**src/spq_pkg.sv**
```systemverilog
package spq_pkg;

  localparam int DEPTH_DEF = 16;
  localparam int DATA_W    = 32;
  localparam int ENTRY_W   = 2 * DATA_W;
  localparam int MSZ_W     = 5;

  localparam logic [MSZ_W-1:0] MAX_SIZE_RST = 5'd10;

  // register map, decoded on paddr[2]
  localparam logic REG_MAX_SIZE = 1'b0;

  // commands
  localparam logic [1:0] CMD_INSERT = 2'd0;
  localparam logic [1:0] CMD_REMOVE = 2'd1;
  localparam logic [1:0] CMD_DUMP   = 2'd2;

  // result status
  localparam logic [1:0] STAT_OK    = 2'd0;
  localparam logic [1:0] STAT_FULL  = 2'd1;
  localparam logic [1:0] STAT_EMPTY = 2'd2;

  typedef enum logic [3:0] {
    ST_IDLE,
    ST_INS_RD,
    ST_INS_CHK,
    ST_REM_RD,
    ST_REM_OUT,
    ST_SHIFT_RD,
    ST_SHIFT_WR,
    ST_DUMP_RD,
    ST_DUMP_OUT,
    ST_RESP
  } state_t;

endpackage

```
**src/sorted_priority_queue_core.sv**
```systemverilog
// Channel   | Direction | Handshake          | Payload
// ----------+-----------+--------------------+-----------------------------------------
// in_       | request   | in_valid/in_stall  | in_cmd, in_new_value, in_new_priority
// out_      | result    | out_valid/out_stall| out_status, out_value, out_priority, out_last
// cfg_      | APB write | psel/penable/pready| max_size at byte address 0
//
// One request is worked on at a time; in_stall is high until it is done.
// Insert: scans from the top, moving each entry with a higher priority up one
// slot, then writes the new entry; full or empty replies skip the RAM.
// Remove: fetches slot 0, returns it, then shifts the rest down one slot.
// Dump: returns each entry in turn. Every step goes through the one RAM port pair.
// Reset (rst_n, sync) empties the queue, sets max_size to 10, leaves the RAM as is.
// A stalled result register holds the sequencer.
module sorted_priority_queue_core #(
  parameter int DEPTH = spq_pkg::DEPTH_DEF
) (
  input  logic                             clk,
  input  logic                             rst_n,
  // request channel
  input  logic                             in_valid,
  output logic                             in_stall,
  input  logic [1:0]                       in_cmd,
  input  logic signed [spq_pkg::DATA_W-1:0] in_new_value,
  input  logic signed [spq_pkg::DATA_W-1:0] in_new_priority,
  // result channel
  output logic                             out_valid,
  input  logic                             out_stall,
  output logic [1:0]                       out_status,
  output logic signed [spq_pkg::DATA_W-1:0] out_value,
  output logic signed [spq_pkg::DATA_W-1:0] out_priority,
  output logic                             out_last,
  // configuration
  input  logic                             cfg_psel,
  input  logic                             cfg_penable,
  input  logic                             cfg_pwrite,
  input  logic [2:0]                       cfg_paddr,
  input  logic [31:0]                      cfg_pwdata,
  output logic [31:0]                      cfg_prdata,
  output logic                             cfg_pready
);

  import spq_pkg::*;

  localparam int AW = $clog2(DEPTH);
  localparam int CW = $clog2(DEPTH + 1);       // occupancy 0..DEPTH
  localparam int XW = (CW > MSZ_W) ? CW : MSZ_W;

  state_t state_r, state_nxt;

  logic [CW-1:0]     cnt_r, cnt_nxt;            // occupancy
  logic [CW-1:0]     idx_r, idx_nxt;            // slot pointer of the sequencer
  logic [DATA_W-1:0] nv_r, nv_nxt;
  logic [DATA_W-1:0] np_r, np_nxt;
  logic [1:0]        resp_r, resp_nxt;          // status for single-result replies
  logic [MSZ_W-1:0]  max_size_r;

  logic              out_valid_r, out_valid_nxt;
  logic [1:0]        out_status_r, out_status_nxt;
  logic [DATA_W-1:0] out_value_r, out_value_nxt;
  logic [DATA_W-1:0] out_prio_r, out_prio_nxt;
  logic              out_last_r, out_last_nxt;

  logic               ram_we, ram_re;
  logic [AW-1:0]      ram_waddr, ram_raddr;
  logic [ENTRY_W-1:0] ram_wdata, ram_rdata;
  logic [DATA_W-1:0]  rd_value, rd_prio;

  logic          accept, out_free, full, empty, prio_gt;
  logic [CW-1:0] idx_dec, idx_inc;
  logic [XW-1:0] cap;

  // ---------------------------------------------------------------------------
  // Entry store: {priority, value} per slot, registered read
  // ---------------------------------------------------------------------------
  spq_ram #(
    .WIDTH (ENTRY_W),
    .DEPTH (DEPTH)
  ) u_ram (
    .clk   (clk),
    .we    (ram_we),
    .waddr (ram_waddr),
    .wdata (ram_wdata),
    .re    (ram_re),
    .raddr (ram_raddr),
    .rdata (ram_rdata)
  );

  assign rd_value = ram_rdata[DATA_W-1:0];
  assign rd_prio  = ram_rdata[ENTRY_W-1:DATA_W];

  // ---------------------------------------------------------------------------
  // Shared compare / index unit and status terms
  // ---------------------------------------------------------------------------
  assign prio_gt = $signed(rd_prio) > $signed(np_r);
  assign idx_dec = idx_r - CW'(1);
  assign idx_inc = idx_r + CW'(1);

  // effective capacity: max_size limited to DEPTH
  assign cap   = (XW'(max_size_r) > XW'(DEPTH)) ? XW'(DEPTH) : XW'(max_size_r);
  assign full  = XW'(cnt_r) >= cap;
  assign empty = (cnt_r == '0);

  assign accept   = in_valid && !in_stall;
  assign in_stall = (state_r != ST_IDLE);
  assign out_free = !out_valid_r || !out_stall;

  // ---------------------------------------------------------------------------
  // Sequencer: next state
  // ---------------------------------------------------------------------------
  always_comb begin
    state_nxt = state_r;
    case (state_r)
      ST_IDLE: begin
        if (accept) begin
          case (in_cmd)
            CMD_INSERT: state_nxt = full  ? ST_RESP : ST_INS_RD;
            CMD_REMOVE: state_nxt = empty ? ST_RESP : ST_REM_RD;
            CMD_DUMP:   state_nxt = empty ? ST_RESP : ST_DUMP_RD;
            default:    state_nxt = ST_IDLE;   // unused command, no result
          endcase
        end
      end
      ST_INS_RD:   state_nxt = (idx_r == '0) ? ST_RESP : ST_INS_CHK;
      ST_INS_CHK:  state_nxt = prio_gt ? ST_INS_RD : ST_RESP;
      ST_REM_RD:   state_nxt = ST_REM_OUT;
      ST_REM_OUT: begin
        if (out_free) begin
          state_nxt = ST_SHIFT_RD;
        end
      end
      ST_SHIFT_RD: state_nxt = (idx_r == cnt_r) ? ST_IDLE : ST_SHIFT_WR;
      ST_SHIFT_WR: state_nxt = ST_SHIFT_RD;
      ST_DUMP_RD:  state_nxt = ST_DUMP_OUT;
      ST_DUMP_OUT: begin
        if (out_free) begin
          state_nxt = (idx_inc == cnt_r) ? ST_IDLE : ST_DUMP_RD;
        end
      end
      ST_RESP: begin
        if (out_free) begin
          state_nxt = ST_IDLE;
        end
      end
      default:     state_nxt = ST_IDLE;
    endcase
  end

  // ---------------------------------------------------------------------------
  // Sequencer: datapath and RAM controls
  // ---------------------------------------------------------------------------
  always_comb begin
    cnt_nxt        = cnt_r;
    idx_nxt        = idx_r;
    nv_nxt         = nv_r;
    np_nxt         = np_r;
    resp_nxt       = resp_r;
    out_valid_nxt  = out_valid_r && out_stall;
    out_status_nxt = out_status_r;
    out_value_nxt  = out_value_r;
    out_prio_nxt   = out_prio_r;
    out_last_nxt   = out_last_r;
    ram_we         = 1'b0;
    ram_waddr      = idx_r[AW-1:0];
    ram_wdata      = ram_rdata;
    ram_re         = 1'b0;
    ram_raddr      = idx_r[AW-1:0];

    case (state_r)
      ST_IDLE: begin
        if (accept) begin
          nv_nxt   = in_new_value;
          np_nxt   = in_new_priority;
          idx_nxt  = (in_cmd == CMD_INSERT) ? cnt_r : '0;
          resp_nxt = (in_cmd != CMD_INSERT) ? STAT_EMPTY :
                     (full ? STAT_FULL : STAT_OK);
        end
      end
      ST_INS_RD: begin
        if (idx_r == '0) begin
          // scanned past the bottom: new entry goes to slot 0
          ram_we    = 1'b1;
          ram_waddr = '0;
          ram_wdata = {np_r, nv_r};
          cnt_nxt   = cnt_r + CW'(1);
        end else begin
          ram_re    = 1'b1;
          ram_raddr = idx_dec[AW-1:0];
        end
      end
      ST_INS_CHK: begin
        ram_we    = 1'b1;
        ram_waddr = idx_r[AW-1:0];
        if (prio_gt) begin
          // strictly larger priority moves up one slot
          ram_wdata = ram_rdata;
          idx_nxt   = idx_dec;
        end else begin
          // stable: lands after every entry with priority <= its own
          ram_wdata = {np_r, nv_r};
          cnt_nxt   = cnt_r + CW'(1);
        end
      end
      ST_REM_RD: begin
        ram_re    = 1'b1;
        ram_raddr = '0;
      end
      ST_REM_OUT: begin
        if (out_free) begin
          out_valid_nxt  = 1'b1;
          out_status_nxt = STAT_OK;
          out_value_nxt  = rd_value;
          out_prio_nxt   = rd_prio;
          out_last_nxt   = 1'b1;
          idx_nxt        = CW'(1);
        end
      end
      ST_SHIFT_RD: begin
        if (idx_r == cnt_r) begin
          cnt_nxt = cnt_r - CW'(1);
        end else begin
          ram_re = 1'b1;
        end
      end
      ST_SHIFT_WR: begin
        ram_we    = 1'b1;
        ram_waddr = idx_dec[AW-1:0];
        ram_wdata = ram_rdata;
        idx_nxt   = idx_inc;
      end
      ST_DUMP_RD: begin
        ram_re = 1'b1;
      end
      ST_DUMP_OUT: begin
        if (out_free) begin
          out_valid_nxt  = 1'b1;
          out_status_nxt = STAT_OK;
          out_value_nxt  = rd_value;
          out_prio_nxt   = rd_prio;
          out_last_nxt   = (idx_inc == cnt_r);
          idx_nxt        = idx_inc;
        end
      end
      ST_RESP: begin
        if (out_free) begin
          out_valid_nxt  = 1'b1;
          out_status_nxt = resp_r;
          out_value_nxt  = '0;
          out_prio_nxt   = '0;
          out_last_nxt   = 1'b1;
        end
      end
      default: begin
      end
    endcase
  end

  // ---------------------------------------------------------------------------
  // Registers
  // ---------------------------------------------------------------------------
  always_ff @(posedge clk) begin
    if (!rst_n) begin
      state_r     <= ST_IDLE;
      cnt_r       <= '0;
      idx_r       <= '0;
      out_valid_r <= 1'b0;
    end else begin
      state_r     <= state_nxt;
      cnt_r       <= cnt_nxt;
      idx_r       <= idx_nxt;
      out_valid_r <= out_valid_nxt;
    end
  end

  always_ff @(posedge clk) begin
    nv_r         <= nv_nxt;
    np_r         <= np_nxt;
    resp_r       <= resp_nxt;
    out_status_r <= out_status_nxt;
    out_value_r  <= out_value_nxt;
    out_prio_r   <= out_prio_nxt;
    out_last_r   <= out_last_nxt;
  end

  // configuration register
  always_ff @(posedge clk) begin
    if (!rst_n) begin
      max_size_r <= MAX_SIZE_RST;
    end else if (cfg_psel && cfg_penable && cfg_pwrite && cfg_pready &&
                 (cfg_paddr[2] == REG_MAX_SIZE)) begin
      max_size_r <= cfg_pwdata[MSZ_W-1:0];
    end
  end

  assign cfg_pready = 1'b1;
  assign cfg_prdata = (cfg_paddr[2] == REG_MAX_SIZE) ? {{(32-MSZ_W){1'b0}}, max_size_r}
                                                      : '0;

  assign out_valid    = out_valid_r;
  assign out_status   = out_status_r;
  assign out_value    = out_value_r;
  assign out_priority = out_prio_r;
  assign out_last     = out_last_r;

  // ---------------------------------------------------------------------------
  // Assertions
  // ---------------------------------------------------------------------------
  a_cnt_bound: assert property (@(posedge clk) disable iff (!rst_n)
    cnt_r <= CW'(DEPTH))
    else $error("occupancy above DEPTH");

  a_cnt_step: assert property (@(posedge clk) disable iff (!rst_n)
    ($past(rst_n) && (cnt_r != $past(cnt_r))) |->
      ((cnt_r == $past(cnt_r) + CW'(1)) || (cnt_r + CW'(1) == $past(cnt_r))))
    else $error("occupancy moved by more than one");

  a_no_write_idle: assert property (@(posedge clk) disable iff (!rst_n)
    (state_r == ST_IDLE) |-> !ram_we)
    else $error("entry store written while idle");

  a_full_no_write: assert property (@(posedge clk) disable iff (!rst_n)
    (accept && (in_cmd == CMD_INSERT) && full) |=> (state_r == ST_RESP) && !ram_we)
    else $error("insert on full queue touched the store");

endmodule

```
**src/spq_ram.sv**
```systemverilog
module spq_ram #(
  parameter int WIDTH = spq_pkg::ENTRY_W,
  parameter int DEPTH = spq_pkg::DEPTH_DEF
) (
  input  logic                     clk,
  input  logic                     we,
  input  logic [$clog2(DEPTH)-1:0] waddr,
  input  logic [WIDTH-1:0]         wdata,
  input  logic                     re,
  input  logic [$clog2(DEPTH)-1:0] raddr,
  output logic [WIDTH-1:0]         rdata
);

  logic [WIDTH-1:0] mem [DEPTH];
  logic [WIDTH-1:0] rdata_r;

  always_ff @(posedge clk) begin
    if (we) begin
      mem[waddr] <= wdata;
    end
    if (re) begin
      rdata_r <= mem[raddr];
    end
  end

  assign rdata = rdata_r;

endmodule

```
**config.mk**
```make
export PLATFORM = sky130hd
export DESIGN_NAME = sorted_priority_queue_core
export DESIGN_NICKNAME = d
export VERILOG_FILES = /design/src/spq_pkg.sv /design/src/sorted_priority_queue_core.sv /design/src/spq_ram.sv
export SDC_FILE = /design/constraint.sdc
export NUM_CORES = 2
export LEC_CHECK = 0
export ABC_CLOCK_PERIOD_IN_PS = 6500
export BUFFER_PORTS_ARGS = -buffer_cell sky130_fd_sc_hd__buf_2
export CELL_PAD_IN_SITES_DETAIL_PLACEMENT = 1
export CELL_PAD_IN_SITES_GLOBAL_PLACEMENT = 1
export CORE_UTILIZATION = 40
export CTS_BUF_LIST = sky130_fd_sc_hd__clkbuf_2 sky130_fd_sc_hd__clkbuf_4 sky130_fd_sc_hd__clkbuf_8
export DETAILED_ROUTE_END_ITERATION = 6
export PLACE_DENSITY_LB_ADDON = 0.1
export SLEW_MARGIN = 20
export SYNTH_ARGS = -nofsm -noshare
export SYNTH_HDL_FRONTEND = slang
export SYNTH_SLANG_ARGS = --single-unit
```
**constraint.sdc**
```tcl
create_clock -name clk -period 6.5 [get_ports clk]
set_input_delay 1.95 -clock clk [delete_from_list [all_inputs] [get_ports clk]]
set_output_delay 1.95 -clock clk [all_outputs]
set_load 0.02 [all_outputs]
```
==> metrics.md <==
| Metric | Value |
|---|---|
| Status | `finished, final reports clean` |
| Pleak | `20.20 nW` |
| DRC Markers | `0` |
| Post-synth EDFFs | `1221` |
| Final Hold Viols | `0` |
| Clk_lat worst skew | `0.93 ns` |
| Clk buf depth | `3` |
| Worst Path Max Fanout | `28` |
| Cells resized by post-CTS repair | `0` |
| Global-route wire length before repair | `202.8 mm` |
| H-tree Lvls | `4` |
| Avg Cell Area, Syn | `around 15 um^2` |
| Final nets | `3668` |
| Setup slack at placement | `1.796 ns` |
| Die ar. | `~130000 um^2` |
| Arr. time, crit path | `5.29 ns` |
| Chip height | `approximately 360 um` |
| Yosys reg bits | `1241` |
| Final setup TNS | `0 ns` |
| Site row count | `130` |
| Register area | `about 37000 um^2` |
| Post-synth top area cell | `edfxtp_1` |
| Top Ports | `210` |
| Max VDD drop | `0.0004526 V` |
| Crit Path Class | `flop to flop` |
| Root buf cell | `clkbuf_8` |
| Slew Limit Fails | `0` |
| Cell internal pwr | `approximately 17 mW` |
| Iteration-0 DRC Markers | `2113` |
| CP required | `around 7 ns` |
| Initial core utilization | `0.4030` |
| Reg power frac | `0.413` |
| Gr usage total | `0.2174` |
| DR WL met3 | `a little over 6 mm` |
| Drt first pass iters | `6` |
| Synth unique cells | `70` |
| Final wirelength | `139.1 mm` |
| PD cells | `between 400 and 500 nW/um^2` |
| Die span in x | `between 300 and 400 um` |
| Gate power share | `0.332` |
| WL/cell | `26.10 um` |
| Dpl cells | `approximately 5.0k` |
| Crit end category | `flop` |
| HP Class | `flop to flop` |
| Area occupied by multi-input gates | `12470 um^2` |
| Final HPWL from detailed placement | `73.40 mm` |
| Core ar. | `125400 um^2` |
| Slew @ Worst Pin | `0.9562 ns` |
| WL met1 | `62.33 mm` |
| DR WL met2 | `67.68 mm` |
| Clock slew at reported path FFs | `0.06 ns` |
| Post-route minimum period | `4.758 ns` |
| Top Layer Used | `met4` |
| Synthesis warning total | `0` |
| Vias in the first global route | `31.23k` |
| Power share of the clock group | `0.255` |
| Total gr overflow | `0` |
| DR vias | `between 20k and 30k` |
| Routability-driven placement congestion ratio | `0.7737` |
| Most common flop cell mapped by yosys | `edfxtp_1` |
| Final Cycle Share | `0.7320` |
| Synth Instances | `3270` |
| CP Launch Type | `flop` |
| Num CTS Buffers | `212` |
| Post-CTS Hold Buffers | `0` |
| Post-synth top area share | `0.7255` |
| Largest net degree at the start of global routing | `167` |
| Fill cell count | `roughly 12k` |
| Tot Pwr | `26.72 mW` |
| Max-Slew Margin vs Limit | `0.3610` |
| Final setup viols | `0` |
| P&R area growth vs syn | `13.92%` |
| Seq/Total Area, Yosys | `0.7335` |
| Cell Area, Synth | `50530 um^2` |
| Post-synth ARST share | `0` |
| Fin Clk Skew | `0.03541 ns` |
| Max_cap viols | `0` |
| Non-Filler Instances | `5331` |
| Setup Buffers After CTS | `0` |
| Port bufs | `152` |
| Share of post-route cells with drive strength above 1 | `0.1962` |
| Fmax | `0.2102 GHz` |
| CTS tree | `built` |
| Vias/cell | `5.536` |
| Top cells by area, synth | `edfxtp_1 73%, nand2_1 3.1%, a211oi_1 2.9%, mux2i_1 2.7%, and2_1 2.4%` |
| Switching power total | `~9.3 mW` |
| RSZ-0062 raised after global routing | `no` |
| Worst setup margin | `1.742 ns` |
| Sw Ratio | `0.3498` |
| # clock sinks | `1241` |
| Initial antenna violation count | `3` |
| Post-DRT Antenna Nets | `0` |
-- worst paths after layout --
| path | from | endpoint | slack [ns] | cells after the start |
|---|---|---|---|---|
| setup / recovery | idx_r[0] | u_ram.mem[14][12] | 1.74 | 11 |
| hold / removal | max_size_r[1] | max_size_r[1] | 0.52 | 2 |
| setup reg to reg | idx_r[0] | u_ram.mem[14][12] | 1.74 | 11 |
| hold reg to reg | max_size_r[1] | max_size_r[1] | 0.52 | 2 |
-- power by group through the flow --
| stage | Clock (mW) | Combinational (mW) | Sequential [mW] |
|---|---|---|---|
| 2_1_floorplan | 0 | 5.98 | 11.3 |
| 3_5_place_dp | 0 | 8.92 | 11.2 |
| 3_3_place_gp | 0 | 8.61 | 11.2 |
| 4_1_cts | 7.02 | 8.97 | 11.0 |
| 5_1_grt | 7.33 | 9.62 | 11.1 |
| 6_report | 6.81 | 8.87 | 11.0 |
-- layout make-up --
type	count	area share
inverter	47	0.003064
clock buffer	281	0.05990
multi-input combinational	1780	0.2165
tap	1650	0.03586
timing repair buffer	234	0.03030
sequential	1241	0.6438
antenna	1	0.00004347
clock inverter	97	0.01050
-- cell usage after synthesis, types with 37 or more instances --
cell and count:
nand2_1 422, a31oi_1 133, ha_1 43, mux2_2 78
nor2b_1 71, buf_2 47, nor2_1 50, mux2i_1 135
and3_1 71, mux2_4 50, buf_4 37, o32ai_1 64
and2_1 193, a21oi_1 40, inv_1 47, a211oi_1 197
clkbuf_1 127, a221o_1 68, edfxtp_1 1221
-- routing by layer --
layer / up-vias / GRT usage
met4: 0 / 0.06812
met2: 771 / 0.3609
li1: 13085 / -
met5: - / 0
met1: 15447 / 0.2902
met3: 207 / 0.03811
-- cell families after synthesis --
kind of cell / synth area share
AO/OA/AOI/OAI: 0.08280
adder cells (fa/ha/maj): 0.01104
flip-flops: 0.7335
multiplexers: 0.05898
buffers and inverters: 0.02627
other: 0.0001486
AND/OR/NAND/NOR: 0.08436
XOR/XNOR: 0.002946
-- state kept, by name, indices dropped and copies added, names as in the netlist, 2 cells and up --
name,cells
u_ram.mem,1024
u_ram.rdata,64
np_r,32
nv_r,32
out_priority,32
out_value,32
cnt_r,5
idx_r,5
max_size_r,5
state_r,4
out_status,2
resp_r,2
-- critical path, cell delays in order (launching register included) --
cell	delay, ns
dfxtp_1	0.49
inv_1	0.20
ha_1	0.35
nor3b_2	0.29
nand2b_1	0.20
or3_1	0.46
inv_1	0.08
a31oi_1	0.05
o21ai_0	0.40
nand2_1	0.35
nor2_4	0.80
buf_4	0.64
-- cells in the final DEF (no fill, tap or decap), types with 61 or more instances in the layout --
master	synthesis	final
nor2b_1	71	71
edfxtp_1	1221	1221
a211oi_1	197	197
clkbuf_4	0	67
nand2_1	422	420
clkbuf_8	0	214
mux2_2	78	78
a221o_1	68	68
o32ai_1	64	64
clkinv_1	0	61
mux2i_1	135	135
and2_1	193	193
buf_2	47	152
a31oi_1	133	133
and3_1	71	70
-- metrics by stage --
| stage | hold slack [ns] | area, um^2 | util |
|---|---|---|---|
| after floorplan | 0.4583 | 50630 | - |
| after global routing | 0.5699 | 57570 | 0.4591 |
| after detailed placement | 0.5097 | 53520 | 0.4267 |
| after CTS | 0.5255 | 57570 | 0.4591 |
| after global placement | 0.4994 | 53410 | 0.4259 |
| final | 0.5246 | 57570 | 0.4591 |
No activity file was read; power rests on OpenSTA's default activity.
